<file path="src/rtl/core/fbwa_pkg.sv">
`default_nettype none
package fbwa_pkg;

   // Table geometry.
   localparam int NUM_BLOCKS = 16;
   localparam int SIZE_BITS  = 16;
   localparam int IDX_BITS   = $clog2(NUM_BLOCKS);
   localparam int CNT_BITS   = $clog2(NUM_BLOCKS + 1);

   // Field widths fixed by the interface.
   localparam int REQ_NUM_BITS = 8;
   localparam int CSR_IDX_BITS = 1;
   localparam int CSR_DAT_BITS = 5;

   // Command codes.
   localparam logic CMD_LOAD  = 1'b0;
   localparam logic CMD_ALLOC = 1'b1;

   // Placement policy codes; the unused code behaves as first fit.
   localparam logic [1:0] FIT_FIRST = 2'd0;
   localparam logic [1:0] FIT_BEST  = 2'd1;
   localparam logic [1:0] FIT_WORST = 2'd2;

   // Register indexes.
   localparam logic [CSR_IDX_BITS-1:0] CSR_FIT_POLICY    = 1'd0;
   localparam logic [CSR_IDX_BITS-1:0] CSR_BLOCKS_IN_USE = 1'd1;

   typedef struct packed {
      logic        cmd;
      logic [3:0]  block_index;
      logic [15:0] size_value;
      logic        last_request;
   } req_word_type;

   typedef struct packed {
      logic        granted;
      logic [3:0]  chosen_block;
      logic [15:0] remaining_size;
      logic [7:0]  request_number;
      logic        batch_end;
   } rsp_word_type;

   // Verdict of the shared compare unit on one candidate block.
   typedef struct packed {
      logic fits;
      logic take;
      logic stop;
   } cmp_result_type;

endpackage
`default_nettype wire

</file>
<file path="src/rtl/core/fbwa_fit_cmp.sv">
`default_nettype none
module fbwa_fit_cmp (
   input  wire logic [1:0]                    policy,
   input  wire logic [fbwa_pkg::SIZE_BITS-1:0] cand_size,
   input  wire logic [fbwa_pkg::SIZE_BITS-1:0] req_size,
   input  wire logic                          best_found,
   input  wire logic [fbwa_pkg::SIZE_BITS-1:0] best_size,
   output fbwa_pkg::cmp_result_type           verdict
);

   logic fits;
   logic better;
   logic ranked;

   // A candidate fits when it can hold the whole request.
   assign fits = (cand_size >= req_size);

   // Best and worst fit replace the held block only on a strict improvement,
   // so ties stay with the lower index.
   always_comb begin
      ranked = 1'b0;
      better = 1'b0;
      case (policy)
         fbwa_pkg::FIT_BEST: begin
            ranked = 1'b1;
            better = (cand_size < best_size);
         end
         fbwa_pkg::FIT_WORST: begin
            ranked = 1'b1;
            better = (cand_size > best_size);
         end
         default: begin
            ranked = 1'b0;
            better = 1'b0;
         end
      endcase
   end

   assign verdict.fits = fits;
   assign verdict.take = fits && (!best_found || better);
   // First fit ends the scan at the first block that fits.
   assign verdict.stop = fits && !ranked;

endmodule
`default_nettype wire

</file>
<file path="src/rtl/core/fit_policy_block_allocator_core.sv">
`default_nettype none
// Fit-policy block allocator. A load word (cmd 0) writes one block's free
// size and produces no response. An allocate word (cmd 1) scans blocks 0 to
// blocks_in_use-1, clamped to the table depth, with one shared comparator,
// one block per cycle, then, once the response register is free, writes the
// reduced size back and loads the response register. Under first fit the
// scan ends early at the first block that fits. req_stall stays high until
// the response is loaded, and the next word is taken while that response
// still waits on rsp_stall. Reset clears the size table, the request counter
// and the registers at once (fit_policy first fit, blocks_in_use 16); the
// user must see that configuration is written only while no allocate is in
// flight, as the block itself does not enforce this.
module fit_policy_block_allocator_core (
   input  wire logic                                  clock,
   input  wire logic                                  reset,
   input  wire logic                                  req_valid,
   output      logic                                  req_stall,
   input  wire fbwa_pkg::req_word_type                req_word,
   output      logic                                  rsp_valid,
   input  wire logic                                  rsp_stall,
   output      fbwa_pkg::rsp_word_type                rsp_word,
   input  wire logic                                  csr_valid,
   output      logic                                  csr_ready,
   input  wire logic [fbwa_pkg::CSR_IDX_BITS-1:0]     csr_index,
   input  wire logic [fbwa_pkg::CSR_DAT_BITS-1:0]     csr_wdata
);

   localparam int SB = fbwa_pkg::SIZE_BITS;
   localparam int IB = fbwa_pkg::IDX_BITS;
   localparam int CB = fbwa_pkg::CNT_BITS;
   localparam int NB = fbwa_pkg::REQ_NUM_BITS;

   typedef enum logic [1:0] {
      ST_IDLE,
      ST_SCAN,
      ST_WRITE
   } state_type;

   state_type               state_ff, state_in;
   logic [CB-1:0]           scan_ff, scan_in;
   logic [SB-1:0]           req_size_ff, req_size_in;
   logic                    last_ff, last_in;
   logic                    found_ff, found_in;
   logic [IB-1:0]           best_idx_ff, best_idx_in;
   logic [SB-1:0]           best_size_ff, best_size_in;
   logic [NB-1:0]           req_count_ff, req_count_in;
   logic                    rsp_valid_ff, rsp_valid_in;
   fbwa_pkg::rsp_word_type  rsp_word_ff, rsp_word_in;
   logic [1:0]              policy_ff;
   logic [CB-1:0]           blocks_ff;

   // Size table with one valid bit per entry; an unwritten entry reads zero.
   logic [SB-1:0]           table_ff [fbwa_pkg::NUM_BLOCKS];
   logic [fbwa_pkg::NUM_BLOCKS-1:0] tvalid_ff;
   logic                    tbl_we;
   logic [IB-1:0]           tbl_waddr;
   logic [SB-1:0]           tbl_wdata;
   logic [SB-1:0]           cand_size;

   logic                    req_fire;
   logic                    rsp_free;
   logic [CB-1:0]           limit;
   logic [CB-1:0]           scan_next;
   logic [SB-1:0]           remaining;
   fbwa_pkg::cmp_result_type verdict;

   assign req_fire  = req_valid && !req_stall;
   assign rsp_free  = !rsp_valid_ff || !rsp_stall;
   assign scan_next = CB'(scan_ff + 1'b1);
   assign remaining = best_size_ff - req_size_ff;

   // Blocks examined per request, clamped to the table depth.
   assign limit = (blocks_ff > CB'(fbwa_pkg::NUM_BLOCKS)) ?
                  CB'(fbwa_pkg::NUM_BLOCKS) : blocks_ff;

   // Candidate read at the scan pointer.
   assign cand_size = tvalid_ff[scan_ff[IB-1:0]] ? table_ff[scan_ff[IB-1:0]] : '0;

   fbwa_fit_cmp u_cmp (
      .policy     (policy_ff),
      .cand_size  (cand_size),
      .req_size   (req_size_ff),
      .best_found (found_ff),
      .best_size  (best_size_ff),
      .verdict    (verdict)
   );

   // Table writes: a load word in idle, or the write-back of a granted block.
   always_comb begin
      tbl_we    = 1'b0;
      tbl_waddr = best_idx_ff;
      tbl_wdata = remaining;
      if (state_ff == ST_IDLE && req_fire && req_word.cmd == fbwa_pkg::CMD_LOAD) begin
         tbl_we    = 1'b1;
         tbl_waddr = IB'(req_word.block_index);
         tbl_wdata = SB'(req_word.size_value);
      end else if (state_ff == ST_WRITE && rsp_free && found_ff) begin
         tbl_we = 1'b1;
      end
   end

   always_ff @(posedge clock) begin
      if (reset) begin
         tvalid_ff <= '0;
      end else if (tbl_we) begin
         tvalid_ff[tbl_waddr] <= 1'b1;
      end
   end

   always_ff @(posedge clock) begin
      if (tbl_we) begin
         table_ff[tbl_waddr] <= tbl_wdata;
      end
   end

   // Configuration registers.
   assign csr_ready = 1'b1;

   always_ff @(posedge clock) begin
      if (reset) begin
         policy_ff <= fbwa_pkg::FIT_FIRST;
         blocks_ff <= CB'(fbwa_pkg::NUM_BLOCKS);
      end else if (csr_valid && csr_ready) begin
         unique case (csr_index)
            fbwa_pkg::CSR_FIT_POLICY:    policy_ff <= csr_wdata[1:0];
            fbwa_pkg::CSR_BLOCKS_IN_USE: blocks_ff <= CB'(csr_wdata);
            default: ;
         endcase
      end
   end

   // Sequencer: accept, scan one block per cycle, then write back and respond.
   always_comb begin
      state_in     = state_ff;
      scan_in      = scan_ff;
      req_size_in  = req_size_ff;
      last_in      = last_ff;
      found_in     = found_ff;
      best_idx_in  = best_idx_ff;
      best_size_in = best_size_ff;
      req_count_in = req_count_ff;
      rsp_valid_in = rsp_valid_ff && rsp_stall;
      rsp_word_in  = rsp_word_ff;

      unique case (state_ff)
         ST_IDLE: begin
            if (req_fire) begin
               if (req_word.cmd == fbwa_pkg::CMD_LOAD) begin
                  req_count_in = '0;
               end else begin
                  scan_in     = '0;
                  found_in    = 1'b0;
                  req_size_in = SB'(req_word.size_value);
                  last_in     = req_word.last_request;
                  state_in    = (limit == '0) ? ST_WRITE : ST_SCAN;
               end
            end
         end
         ST_SCAN: begin
            if (verdict.take) begin
               found_in     = 1'b1;
               best_idx_in  = scan_ff[IB-1:0];
               best_size_in = cand_size;
            end
            scan_in = scan_next;
            if (verdict.stop || scan_next == limit) begin
               state_in = ST_WRITE;
            end
         end
         ST_WRITE: begin
            if (rsp_free) begin
               rsp_valid_in                = 1'b1;
               rsp_word_in.granted         = found_ff;
               rsp_word_in.chosen_block    = found_ff ? 4'(best_idx_ff) : '0;
               rsp_word_in.remaining_size  = found_ff ? 16'(remaining) : '0;
               rsp_word_in.request_number  = 8'(req_count_ff);
               rsp_word_in.batch_end       = last_ff;
               req_count_in = last_ff ? '0 : NB'(req_count_ff + 1'b1);
               state_in     = ST_IDLE;
            end
         end
         default: state_in = ST_IDLE;
      endcase
   end

   always_ff @(posedge clock) begin
      if (reset) begin
         state_ff     <= ST_IDLE;
         found_ff     <= 1'b0;
         req_count_ff <= '0;
         rsp_valid_ff <= 1'b0;
      end else begin
         state_ff     <= state_in;
         found_ff     <= found_in;
         req_count_ff <= req_count_in;
         rsp_valid_ff <= rsp_valid_in;
      end
      scan_ff      <= scan_in;
      req_size_ff  <= req_size_in;
      last_ff      <= last_in;
      best_idx_ff  <= best_idx_in;
      best_size_ff <= best_size_in;
      rsp_word_ff  <= rsp_word_in;
   end

   assign req_stall = (state_ff != ST_IDLE);
   assign rsp_valid = rsp_valid_ff;
   assign rsp_word  = rsp_word_ff;

   // A new response word appears only out of the write-back step.
   a_rsp_from_write: assert property (@(posedge clock) disable iff (reset)
      $rose(rsp_valid_ff) |-> $past(state_ff) == ST_WRITE)
      else $error("response raised outside write-back");

   // The held candidate always holds the request.
   a_best_fits: assert property (@(posedge clock) disable iff (reset)
      (found_ff && state_ff != ST_IDLE) |-> best_size_ff >= req_size_ff)
      else $error("held block smaller than request");

   // An accepted allocate word starts the sequencer.
   a_alloc_starts: assert property (@(posedge clock) disable iff (reset)
      (req_fire && req_word.cmd == fbwa_pkg::CMD_ALLOC) |=> state_ff != ST_IDLE)
      else $error("allocate word did not start a scan");

   // A failed request reports a zero block and size.
   a_fail_zero: assert property (@(posedge clock) disable iff (reset)
      (rsp_valid_ff && !rsp_word_ff.granted) |->
         (rsp_word_ff.chosen_block == '0 && rsp_word_ff.remaining_size == '0))
      else $error("failed request carries nonzero fields");

endmodule
`default_nettype wire
</file>
<file path="config.mk">
export PLATFORM = sky130hd
export DESIGN_NAME = fit_policy_block_allocator_core
export DESIGN_NICKNAME = d
export VERILOG_FILES = /design/src/rtl/core/fbwa_pkg.sv /design/src/rtl/core/fbwa_fit_cmp.sv /design/src/rtl/core/fit_policy_block_allocator_core.sv
export SDC_FILE = /design/constraint.sdc
export NUM_CORES = 1
export LEC_CHECK = 0
export ABC_AREA = 1
export CAP_MARGIN = 20
export CORE_MARGIN = 3
export CORE_UTILIZATION = 55
export CTS_CLUSTER_SIZE = 8
export DETAILED_ROUTE_END_ITERATION = 6
export DONT_BUFFER_PORTS = 1
export HOLD_SLACK_MARGIN = 0.03
export PLACE_DENSITY = 0.8
export SKIP_LAST_GASP = 1
export SYNTH_ARGS = -nofsm -noshare
export SYNTH_HDL_FRONTEND = slang
export SYNTH_SLANG_ARGS = --single-unit
</file>
<file path="constraint.sdc">
create_clock -name clock -period 3.5 [get_ports clock]
set_input_delay 0.525 -clock clock [delete_from_list [all_inputs] [get_ports clock]]
set_output_delay 0.525 -clock clock [all_outputs]
set_load 0.1 [all_outputs]
</file>
Word level (Yosys, flattened, before mapping). Memories as Yosys holds them, arrays and structs flattened. A register that Yosys moved wholly into a read port is not among the register bits. Cells that the tools add are included.

Input bits: 33. RAM bits: 256. Memories: 1. Word-level logic and storage cells: 109. Flip-flop bits (word level): 107. Output and inout bits: 33.

$lt $le $gt $ge: 7. $add $sub $neg: 3. Bitwise operators: 3. Reduce and logical (&&, ||, !) cells: 32. Equality and inequality tests: 11. Mux-type cells: 35.

Memory list: table_ff (depth 16, bits a word 16, rd ports 1, clocked after memory_dff 1, wr ports 1, line fit_policy_block_allocator_core.sv:53) `logic [SB-1:0] table_ff [fbwa_pkg::NUM_BLOCKS];`.

Operators by type and width (number): $mux 16 (2); $mux 8 (4); $ge 16x16->1 (1); $gt 16x16->1 (1); $lt 16x16->1 (1); $or 16x16->16 (1); $pmux 8 s2 (1); $sub 16x16->16 (1); $mux 5 (3); $mux 1 (12); $reduce_and 4->1 (3); $lt 4x5->1 const B (2); $mux 2 (5); $ne 2x2->1 const B (5); $pmux 5 s2 (1); $logic_and 1x1->1 (9); $add 8x1->8 const B (1); $mux 4 (2); $reduce_and 2->1 (4); $pmux 2 s3 (1); $reduce_and 3->1 (2); $reduce_bool 2->1 (3); $add 5x1->5 const B (1); $eq 5x5->1 (1); 14 further kinds (24).

Logic depth before layout (Yosys ltp). Gate-level depths: netlist of run 1.

Depth in word-level cells: 11. Depth in mapped cells: 24. Depth with buffers taken out: 22.

Hierarchy. From an unflattened synthesis of run 1, not the netlist that was laid out.

Cell total of the unflattened synthesis: 1496. Area, all modules: 16164.3 sq um.

By module, submodules not included: fit_policy_block_allocator_core (seq. area each 10630.2 sq um, cells an instance 1343, instances 1, area each 15242.1 sq um); fbwa_fit_cmp (seq. area each 0.0 sq um, cells an instance 153, instances 1, area each 922.1 sq um).

Worst setup path before layout of run 1. No wires, ideal clock.

Path type: reg2reg. Start point: register scan_ff[0]. End point: register best_idx_ff[0] (enable). Setup slack: -0.292 ns. Data required time: 3.096 ns. Setup time: 0.404 ns. Data arrival time: 3.389 ns. Cell stages (with the launch flop): 19. Period minus slack after synthesis: 3.792 ns. Path buffers: 2. Cell sequence: edfxtp_1 -> buf_2 -> a21oi_1 -> o21ai_0 -> nand3_1 -> o21ai_0 -> o21ai_2 -> buf_2 -> nand2_1 -> inv_1 -> ha_1 -> a21oi_1 -> o21a_1 -> nor2_1 -> nor2_1 -> nand2_1 -> nand2_1 -> nand3b_1 -> a21oi_1.

Cells in the longest elaborated chain, start to end: 8. Elaborated cells on any way between the ends: 10. Those cells by class: order compare (3); mux (4); reduce/logical (3).

Ends and longest elaborated chain: start, declared (line fit_policy_block_allocator_core.sv:40) `logic [CB-1:0] scan_ff, scan_in;`; start signal, assigned (line fit_policy_block_allocator_core.sv:198) `scan_ff <= scan_in;`; $bmux 1 s4 (*) (line fit_policy_block_allocator_core.sv:77) `assign cand_size = tvalid_ff[scan_ff[IB-1:0]] ? table_ff[scan_ff[IB-1:0]] : '0;`; $mux 1 (implied by the code) (*) (line fit_policy_block_allocator_core.sv:77); $mux 16 (*) (line fit_policy_block_allocator_core.sv:77); via cand_size[11] (line fit_policy_block_allocator_core.sv:58) `logic [SB-1:0] cand_size;`; $gt 16x16->1 / $lt 16x16->1 (equally long branches) (line fbwa_fit_cmp.sv:30, fbwa_fit_cmp.sv:26); $pmux 1 s2 (line fbwa_fit_cmp.sv:23) `case (policy)`; $logic_or 1x1->1 (line fbwa_fit_cmp.sv:40) `assign verdict.take = fits && (!best_found || better);`; $logic_and 1x1->1 (*) (line fbwa_fit_cmp.sv:40); $reduce_and 2->1 (no line) (*); end signal, assigned (line fit_policy_block_allocator_core.sv:201) `best_idx_ff <= best_idx_in;`; end, declared (line fit_policy_block_allocator_core.sv:44) `logic [IB-1:0] best_idx_ff, best_idx_in;`.

Mark *: on every way through the listed nets, which the timed path passes. The rest lies on a longest branch. The select of a mux whose other input is x is not followed. A chain may end at the register's enable or synchronous reset.

Worst setup path in the final report of run 1.
Start point: register scan_ff[0]. End point: register best_size_ff[12] (enable).

Cells in the longest elaborated chain, start to end: 8. Elaborated cells on any way between the ends: 10. Those cells by class: order compare (3); mux (4); reduce/logical (3).

Ends and longest elaborated chain: $bmux 1 s4 (*) (line fit_policy_block_allocator_core.sv:77); $mux 1 (implied by the code) (*) (line fit_policy_block_allocator_core.sv:77); $mux 16 (*) (line fit_policy_block_allocator_core.sv:77); via cand_size[10] (line fit_policy_block_allocator_core.sv:58); $gt 16x16->1 / $lt 16x16->1 (equally long branches) (line fbwa_fit_cmp.sv:30, fbwa_fit_cmp.sv:26); $pmux 1 s2 (line fbwa_fit_cmp.sv:23); $logic_or 1x1->1 (line fbwa_fit_cmp.sv:40); $logic_and 1x1->1 (*) (line fbwa_fit_cmp.sv:40); $reduce_and 2->1 (no line) (*); end signal, assigned (line fit_policy_block_allocator_core.sv:202) `best_size_ff <= best_size_in;`; end, declared (line fit_policy_block_allocator_core.sv:45) `logic [SB-1:0] best_size_ff, best_size_in;`.

Marks and branches as above.

==> results of run 1 <==
area by class of cell:
cell class / instances / area [um2] / share of cell area
well taps: 384 / 480 / 0.0252
repair buffers: 82 / 865 / 0.0453
clock inverters: 1 / 8.76 / 0.000459
flip-flops and latches: 367 / 10600 / 0.557
clock buffers: 71 / 1350 / 0.0708
repair inverters: 1 / 7.51 / 0.000393
multi-input cells: 796 / 4970 / 0.261
inverters: 201 / 764 / 0.0401
placed cells by master, fill, tap and decap left out, drive strengths merged, types with 16 or more instances in the layout:
cell / n
a21oi: 125
buf: 79
clkbuf: 74
dfxtp: 39
edfxtp: 328
ha: 51
inv: 201
mux2i: 63
nand2: 156
nand3: 22
nor2: 97
o211ai: 19
o21ai: 193
o22ai: 16
synthesized netlist by cell type, types with 4 or more instances:
library cell	number
a21oi_1	124
mux2i_1	63
nor2_2	8
o22ai_1	16
nor2_1	87
o21ai_1	19
ha_1	51
xor2_1	5
o21ai_2	5
nand3_1	21
buf_1	6
o21bai_1	4
buf_2	11
buf_4	7
xnor2_1	7
or2_1	5
edfxtp_1	328
o21ai_0	169
nand3b_1	4
nand4_1	4
nor3_1	10
inv_2	16
clkbuf_1	27
nand2_1	155
o211ai_1	19
inv_1	184
dfxtp_1	39
registers in the layout, indices dropped and copies added, names as in the netlist, 2 cells and up, named ones only:
signal	cells
blocks_ff	5
best_idx_ff	4
table_ff	256
state_ff	2
best_size_ff	16
scan_ff	5
policy_ff	2
tvalid_ff	16
rsp_word	30
req_count_ff	8
req_size_ff	16
power breakdown:
part	internal (mW)	total, mW	switching [mW]
combinational	2.22	5.94	3.73
clock	2.62	4.29	1.67
sequential	5.59	6.30	0.709
cell families after synthesis:
family / Yosys count
xor gates and xnor gates: 12
buffers and inverters: 253
muxes: 63
AOI/OAI and AO/OA: 367
and+or+nand+nor: 301
other: 1
adders and majority gates: 52
DFF: 367
per-layer routing:
| metal | up-vias | GRT usage |
|---|---|---|
| met1 | 5343 | 0.328 |
| li1 | 5124 | - |
| met2 | 613 | 0.417 |
| met3 | 89 | 0.0432 |
| met5 | - | 0 |
| met4 | 0 | 0.0776 |
timing repair:
| item | 4_1_cts | 5_1_grt |
|---|---|---|
| gates resized for setup | 0 | 99 |
| setup endpoints to repair | 0 | 22 |
| buffers inserted | 0 | 27 |
worst paths after layout:
check | end | slack (ns) | cells after the start | from
max | best_size_ff[12]$_DFFE_PP_ | 0.02 | 20 | scan_ff[0]$_DFFE_PP_
min | rsp_valid$_SDFF_PP0_ | 0.05 | 1 | reset
max reg2reg | best_size_ff[12]$_DFFE_PP_ | 0.02 | 20 | scan_ff[0]$_DFFE_PP_
min reg2reg | rsp_word[0]$_DFFE_PP_ | 0.44 | 0 | last_ff$_DFFE_PP_
metrics by stage:
step                hold WS (ns)   util  setup slack, ns  total power, mW  cell area (um2)
floorplan                  0.406      -           0.0886             9.50            16300
global placement           0.418  0.588            0.214             10.9            17000
detailed placement         0.425  0.588           0.0712             11.1            17000
CTS                       0.0373  0.635          0.00934             15.4            18400
global route              0.0451  0.660          -0.0756             17.3            19100
finish                    0.0549  0.660           0.0167             16.5            19100
==> metrics.md, run 1 <==
| Metric | Value |
|---|---|
| Routed len/inst | ~21 um |
| Worst-skew pair later-pin latency | about 0.54 ns |
| Syn Nets | between 1500 and 2000 |
| XOR/XNOR Fraction of Synth Area | 0.00646 |
| Post-synthesis sequential area ratio | 0.654 |
| Placed Cells | 1800 |
| I/O Buffers | 0 |
| # rows | between 60 and 70 |
| Number of flops mapped to enable cells by yosys | about 330 |
| Worst setup SP type | flop |
| First-pass GRT wire length | a little under 60000 um |
| Adder-Cell Fraction of Synth Area | 0.0405 |
| Total Routing Usage GR | 0.247 |
| Die Span X | 178 um |
| FF+latch count, synth | about 370 |
| Met3 routed WL | approximately 3900 um |
| Fin. max-slew vios | 0 |
| Final setup vio count | 0 |
| Number of global-route vias before repair | ~11000 |
| CTS Buffer Depth | 3 |
| CTS buffer count | between 50 and 60 |
| Core area | roughly 29000 um2 |
| Post-synth top area share | 0.606 |
| Die height | around 180 um |
| Synth area leaders | edfxtp_1 (61%), o21ai_0 (5.2%), dfxtp_1 (4.8%) |
| DR vias | roughly 11000 |
| Crit path DAT | 3.74 ns |
| TritonRoute pass-1 iters | 5 |
| DR DRC count | 0 |
| Sum Neg Setup Slack | 0 ns |
| Req. time, crit path | approximately 3.8 ns |
| Non-Filler Instances | roughly 1900 |
| Mux cell area share after synthesis | 0.0388 |
| Antenna violations before repair | 0 |
| Top Metal Used | met4 |
| Crit end category | flop |
| Worst Path Max Fanout | 8 |
| Post-DRT Antenna Nets | 0 |
| Max-cap violations | 0 |
| Max IR drop VDD | between 0.6 and 0.7 mV |
| Pin count of the biggest net entering global routing | 56 |
| Share of cells above drive strength 1 | 0.155 |
| Slew at the pin closest to its max-slew limit | between 0.9 and 1 ns |
| Final nets | between 1500 and 2000 |
| Crit share post-route | 0.995 |
| GRT overflow | 0 |
| Worst slew margin | 0.384 |
| WL final | 40500 um |
| Mapped Avg Cell Area | approximately 11 um2 |
| Met1 wire length | between 15000 and 20000 um |
| CTS tree | built |
| Critical path's top delay family | buffers and inverters |
| CTS root buf | clkbuf_16 |
| CTS Hold Bufs | 0 |
| Most used DFF post-synth | edfxtp_1 |
| Run status | finished, final reports clean |
| Total die area | around 32000 um2 |
| H-tree levels | 2 |
| Synthesis Warnings | 0 |
| Largest area contributor in the netlist | edfxtp_1 |
| Slowest cell on the critical path | edfxtp_1 |
| Post-Synth Simple-Gate Area | 0.0782 |
| Power Density | 867 nW/um2 |
| Worst stage delay on the critical path | around 0.45 ns |
| Fillcell total | approximately 2000 |
| Ordered cell list for the critical path | buf_4 > clkinvlp_4 > o21ai_0 > nand3_1 > o211ai_1 > o21ai_2 > buf_6 > buf_8 > nand2_2 > inv_2 > ha_4 > nand2_4 > buf_4 > nor3_4 > nand2_2 > nand3b_1 > nand3b_1 > a21oi_4 > buf_12 > clkbuf_16 |
| Synthesized instance count | 1416 |
| Largest family of logic cells by synthesized area | compound AO/OA/AOI/OAI gates |
| Synth cell types | 44 |
| Syn Std Cell Area | between 15000 and 20000 um2 |
| Buffers & Inverters on Critical Path | 8 |
| Lkg Pwr | around 7.4 nW |
| Min-Delay Path Class | input port to flop |
| Fin Clk Skew | roughly 0.013 ns |
| Worst setup path class | flop to flop |
| Reg clk slew, reported paths | approximately 0.050 ns |
| Compound-gate portion of the synthesized area | 0.121 |
| Clock sink count | 367 |
| Antenna Cells | 0 |
| Detailed-placement wirelength estimate | ~24000 um |
| Placer Congestion | 0.925 |
| Asr flop ratio synth | 0 |
| Initial Util | 0.562 |
| Fmax achieved | approximately 290 MHz |
| Synth-to-layout area growth | 17.4% |
| Vias per inst | between 5 and 6 |
| Initial DRC count | 1152 |
| Minimum clock period after layout | 3.48 ns |
| IO Count | 66 |
| Final Hold Viols | 0 |
| Met2 wire len | slightly below 20000 um |
Power figures use the tool's default switching activity.
==> inputs of run 2 (changes only) <==
--- a/config.mk
+++ b/config.mk
@@ -14,6 +14,7 @@
 export DONT_BUFFER_PORTS = 1
 export HOLD_SLACK_MARGIN = 0.03
 export PLACE_DENSITY = 0.8
+export SETUP_SLACK_MARGIN = 0.15
 export SKIP_LAST_GASP = 1
 export SYNTH_ARGS = -nofsm -noshare
 export SYNTH_HDL_FRONTEND = slang
==> metrics.md, run 2 (synthesized netlist as in run 1, its figures left out) <==
| Metric | Value |
|---|---|
| Pin count of the biggest net entering global routing | between 40 and 50 |
| Detailed-placement wirelength estimate | roughly 24000 um |
| Final Hold Viols | 0 |
| Die Span X | about 180 um |
| Final instance area | 18800 um2 |
| Slew at the pin closest to its max-slew limit | approximately 0.92 ns |
| Worst Path Max Fanout | 10 |
| Worst stage delay on the critical path | ~0.44 ns |
| Worst slew margin | 0.389 |
| Vias per inst | between 5 and 6 |
| Worst Setup EP | best_size_ff[10]$_DFFE_PP_ |
| Crit share post-route | 0.972 |
| IO Count | 66 |
| Critical Path Stages | 19 |
| DR DRC count | 0 |
| Fillcell total | ~2000 |
| Total die area | 31700 um2 |
| Crit end category | flop |
| GRT overflow | 0 |
| Initial DRC count | between 1000 and 1500 |
| FF-to-FF End | best_size_ff[10]$_DFFE_PP_ |
| DP Area | approximately 17000 um2 |
| CTS buffer count | a little over 50 |
| CTS tree | built |
| Max-cap violations | 0 |
| Ordered cell list for the critical path | buf_6 > buf_6 > a21oi_2 > o21ai_1 > o211ai_1 > o21ai_2 > buf_6 > nand2_1 > inv_2 > ha_1 > nand2_2 > o21bai_4 > nand3_2 > nand2_2 > nand2_1 > nand2_1 > nand3b_1 > a21oi_4 > clkbuf_16 |
| Worst setup path class | flop to flop |
| DR vias | approximately 11000 |
| Final nets | 1565 |
| Clock sink count | 367 |
| Run status | finished, final reports clean |
| Slowest cell on the critical path | edfxtp_1 |
| Buffers & Inverters on Critical Path | 5 |
| Min-Delay Path Class | input port to flop |
| Antenna Cells | 0 |
| R2r worst-path depth | 19 |
| Fin Hold WS | between 0.05 and 0.06 ns |
| Routed len/inst | approximately 21 um |
| Antenna violations before repair | 0 |
| CTS Hold Bufs | 0 |
| I/O Buffers | 0 |
| Minimum clock period after layout | about 3.4 ns |
| TritonRoute pass-1 iters | 5 |
| CTS root buf | clkbuf_16 |
| First-pass GRT wire length | just under 60000 um |
| Total Routing Usage GR | 0.242 |
| Fin Clk Skew | between 0.015 and 0.02 ns |
| Crit path DAT | about 3.7 ns |
| Max IR drop VDD | 0.607 mV |
| Lkg Pwr | between 7 and 8 nW |
| Worst setup SP type | flop |
| Reg-to-reg startpoint | scan_ff[0]$_DFFE_PP_ |
| Critical path's top delay family | compound AO/OA/AOI/OAI gates |
| Fin. max-slew vios | 0 |
| Initial Util | 0.562 |
| Req. time, crit path | ~3.8 ns |
| Share of cells above drive strength 1 | 0.142 |
| Synth-to-layout area growth | 15.8% |
| R2r setup slk | a little under 0.1 ns |
| Core area | 28900 um2 |
| Final Power | between 15 and 20 mW |
| Number of global-route vias before repair | 10700 |
| Max reg flops | 256 |
| Worst Setup SP | scan_ff[0]$_DFFE_PP_ |
| # rows | between 60 and 70 |
| WL final | roughly 40000 um |
| Commonest non-fill, non-tap cells in the layout | edfxtp_1 (328), inv_1 (170), o21ai_0 (162), nand2_1 (145), a21oi_1 (117) |
| Post-DRT Antenna Nets | 0 |
| CTS Buffer Depth | 3 |
| Fmax achieved | between 200 and 300 MHz |
| Worst-skew pair later-pin latency | about 0.55 ns |
| RSZ-0062 raised after global routing | true |
| H-tree levels | 2 |
| Die height | about 180 um |
| Reg clk slew, reported paths | 0.05 ns |
| Power Density | between 800 and 900 nW/um2 |
| Final setup vio count | 0 |
| Top reg by flops | table_ff |
| Placer Congestion | approximately 0.90 |
| Commonest non-fill, non-tap cell in the layout | edfxtp_1 |
## run 2: changes by cell type in the layout (fill, tap and decap cells not counted), sizes merged
cell / delta
inv: -1
clkinvlp: -1
buf: -19
clkbuf: +4
## run 2: worst min-delay path by stage
stage                                  from  slack, ns                          to  cells after the start
6_report                              reset       0.05  tvalid_ff[14]$_SDFFE_PP0N_                      1
5_1_grt                               reset       0.04   tvalid_ff[9]$_SDFFE_PP0N_                      1
4_1_cts                               reset       0.04  tvalid_ff[14]$_SDFFE_PP0N_                      1
3_5_place_dp   req_count_ff[6]$_SDFFE_PP0P_       0.42       rsp_word[7]$_DFFE_PP_                      0
3_3_place_gp   req_count_ff[6]$_SDFFE_PP0P_       0.42       rsp_word[7]$_DFFE_PP_                      0
2_1_floorplan         found_ff$_SDFFE_PP0P_       0.41      rsp_word[29]$_DFFE_PP_                      0
## run 2: per-stage QoR
step / worst slack (ns) / utilization / setup TNS, ns / instances
finish: 0.0964 / 0.651 / 0 / 1886
global route: -0.0770 / 0.651 / -1.07 / 1886
CTS: 0.159 / 0.636 / 0 / 1874
global placement: 0.168 / 0.587 / 0 / 1797
floorplan: 0.293 / - / 0 / 1416
detailed placement: 0.0930 / 0.587 / 0 / 1797
## run 2: power breakdown
part / total (mW) / internal [mW] / switching [mW]
logic: 5.49 / 1.91 / 3.58
registers: 6.27 / 5.59 / 0.681
clock network: 4.39 / 2.72 / 1.68
total: 16.2 / 10.2 / 5.93
## run 2: timing repair
item / in CTS / in global routing
resized for setup: 0 / 80
pin swaps: 0 / 14
gates cloned: 0 / 3
buffers inserted: 2 / 9
endpoints found under the setup margin: 20 / 22
## run 2: worst register-to-register path, cell delays in order, from the launching register on
cell and delay [ns]:
edfxtp_1 0.44, buf_6 0.17, buf_6 0.12, a21oi_2 0.13, o21ai_1 0.08, o211ai_1 0.20, o21ai_2 0.14, buf_6 0.17
nand2_1 0.08, inv_2 0.05, ha_1 0.29, nand2_2 0.13, o21bai_4 0.15, nand3_2 0.12, nand2_2 0.08, nand2_1 0.05
nand2_1 0.08, nand3b_1 0.13, a21oi_4 0.27, clkbuf_16 0.22
## run 2: layout make-up
class / count / area, um2 / area share
clock buffers: 75 / 1410 / 0.0748
repair buffers: 63 / 628 / 0.0333
inverters: 201 / 757 / 0.0402
multi-input cells: 796 / 4930 / 0.262
well taps: 384 / 480 / 0.0255
flip-flops and latches: 367 / 10600 / 0.565
## run 2: routing by layer
layer  share of wire  track usage  wire [um]
met1            0.39        0.320      15700
met2            0.49        0.413      19600
met3           0.083       0.0385       3310
met4           0.028       0.0730       1130
met5               0            0          0
==> inputs of run 3 (changes only) <==
--- a/config.mk
+++ b/config.mk
@@ -7,6 +7,7 @@
 export LEC_CHECK = 0
 export ABC_AREA = 1
 export CAP_MARGIN = 20
+export CORE_ASPECT_RATIO = 1.2
 export CORE_MARGIN = 3
 export CORE_UTILIZATION = 55
 export CTS_CLUSTER_SIZE = 8
==> metrics.md, run 3 (synthesized netlist as in run 1, its figures left out) <==
| Metric | Value |
|---|---|
| Fin. max-slew vios | 0 |
| Crit path DAT | ~3.7 ns |
| Die height | between 150 and 200 um |
| Fmax achieved | 291 MHz |
| R2r setup slk | about 0.063 ns |
| Vias per inst | around 6 |
| First-pass GRT wire length | just over 60000 um |
| CTS buffer count | 51 |
| Share of cells above drive strength 1 | 0.161 |
| Worst setup SP type | flop |
| Final Power | around 17 mW |
| Post-DRT Antenna Nets | 0 |
| Hold_sp | reset |
| H-tree levels | 2 |
| Antenna violations before repair | 0 |
| Final instance area | 19200 um2 |
| DR vias | roughly 12000 |
| Final nets | 1585 |
| CTS Buffer Depth | 3 |
| Initial DRC count | roughly 1200 |
| Die Span X | 163 um |
| Power Density | around 880 nW/um2 |
| CTS root buf | clkbuf_16 |
| Final Hold Viols | 0 |
| Detailed-placement wirelength estimate | approximately 24000 um |
| GRT overflow | 0 |
| CTS tree | built |
| Core area | roughly 29000 um2 |
| Req. time, crit path | approximately 3.8 ns |
| Worst Slack Setup Final | 0.0630 ns |
| Total die area | approximately 32000 um2 |
| Lkg Pwr | approximately 7.5 nW |
| WL final | roughly 44000 um |
| Top reg by flops | table_ff |
| Minimum clock period after layout | around 3.4 ns |
| Fin util | 0.665 |
| Final setup vio count | 0 |
| Placer Congestion | a little over 0.9 |
| I/O Buffers | 0 |
| DP Area | 17000 um2 |
| Slew at the pin closest to its max-slew limit | between 0.9 and 1 ns |
| Antenna Cells | 0 |
| FF-to-FF End | best_size_ff[11]$_DFFE_PP_ |
| Fillcell total | roughly 1900 |
| Total Routing Usage GR | 0.250 |
| Number of global-route vias before repair | between 10000 and 15000 |
| Pre-CTS WS | ~0.18 ns |
| Min-Delay Path Class | input port to flop |
| Worst Setup EP | best_size_ff[11]$_DFFE_PP_ |
| Worst setup path class | flop to flop |
| TritonRoute pass-1 iters | 6 |
| Pin count of the biggest net entering global routing | 60 |
| # rows | a little under 70 |
| Worst slew margin | 0.352 |
| RSZ-0062 raised after global routing | true |
| Fin Hold WS | around 0.047 ns |
| Worst Path Max Fanout | 8 |
| Max reg flops | 256 |
| Commonest non-fill, non-tap cell in the layout | edfxtp_1 |
| Routed len/inst | about 23 um |
| Worst-skew pair later-pin latency | approximately 0.56 ns |
| Crit end category | flop |
| Hold Crit Depth | 1 |
| IO Count | 66 |
| Reg clk slew, reported paths | roughly 0.050 ns |
| Initial Util | 0.562 |
| Crit share post-route | 0.982 |
| Clock sink count | 367 |
| Max-cap violations | 0 |
| CTS Hold Bufs | 0 |
| Run status | finished, final reports clean |
| DR DRC count | 0 |
| Commonest non-fill, non-tap cells in the layout | edfxtp_1 (328), inv_1 (169), nand2_1 (146), o21ai_0 (133), a21oi_1 (111) |
| R2r worst-path depth | 21 |
| Max IR drop VDD | 0.711 mV |
| Fin Clk Skew | about 0.019 ns |
| Synth-to-layout area growth | 18.3% |
run 3: changes by cell type in the layout (fill, tap and decap cells not counted), sizes merged:
cell	previous run	this run
buf	60	76
clkbuf	78	80
clkinv	1	2
clkinvlp	0	2
inv	200	199
run 3: layout make-up:
type | count | area, um2 | share of cell area
sequential | 367 | 10600 | 0.553
multi-input combinational | 796 | 4980 | 0.259
clock buffer | 73 | 1380 | 0.0717
timing repair buffer | 83 | 962 | 0.0500
inverter | 201 | 767 | 0.0399
tap | 385 | 482 | 0.0250
clock inverter | 2 | 25.0 | 0.00130
run 3: timing repair:
item,in CTS,in global routing
buffers inserted,3,17
pin swaps,0,35
gates resized for setup,1,132
gates cloned,0,11
setup endpoints to repair,16,22
run 3: routing by layer:
metal | track usage | vias to the layer above | wire length (um)
met4 | 0.117 | 0 | 2710
met5 | 0 | - | 0
met2 | 0.420 | 797 | 21800
li1 | - | 5121 | -
met1 | 0.310 | 5483 | 14900
met3 | 0.0533 | 210 | 4570
run 3: critical path, stage by stage (launching register included):
cell and delay, ns:
dfxtp_4 0.37, buf_12 0.14, buf_6 0.13, clkbuf_16 0.17, a21oi_1 0.14, o21ai_0 0.16, o211ai_1 0.15, o21ai_1 0.13
o22ai_2 0.17, nand2_1 0.09, inv_2 0.11, ha_4 0.21, nand2_1 0.07, inv_1 0.04, o21ai_1 0.14, nand2_1 0.11
nor2_2 0.11, nand2_1 0.06, nand2_1 0.06, nand3b_1 0.12, a21oi_4 0.25, clkbuf_16 0.20
run 3: worst min path at each step:
| stage | slack (ns) | to |
|---|---|---|
| CTS | 0.03 | tvalid_ff[12]$_SDFFE_PP0N_ |
| floorplan | 0.41 | rsp_word[29]$_DFFE_PP_ |
| global placement | 0.41 | rsp_word[7]$_DFFE_PP_ |
| detailed placement | 0.43 | rsp_word[7]$_DFFE_PP_ |
| finish | 0.05 | rsp_valid$_SDFF_PP0_ |
| global route | 0.04 | tvalid_ff[4]$_SDFFE_PP0N_ |
run 3: where the power goes:
part	internal (mW)	switching (mW)
sequential	5.59	0.704
clock	2.68	1.76
combinational	2.25	3.91
run 3: stage by stage:
stage	std cells	setup TNS, ns
2_1_floorplan	1416	0
3_3_place_gp	1801	0
3_5_place_dp	1801	0
4_1_cts	1879	0
5_1_grt	1907	-1.58
6_report	1907	0
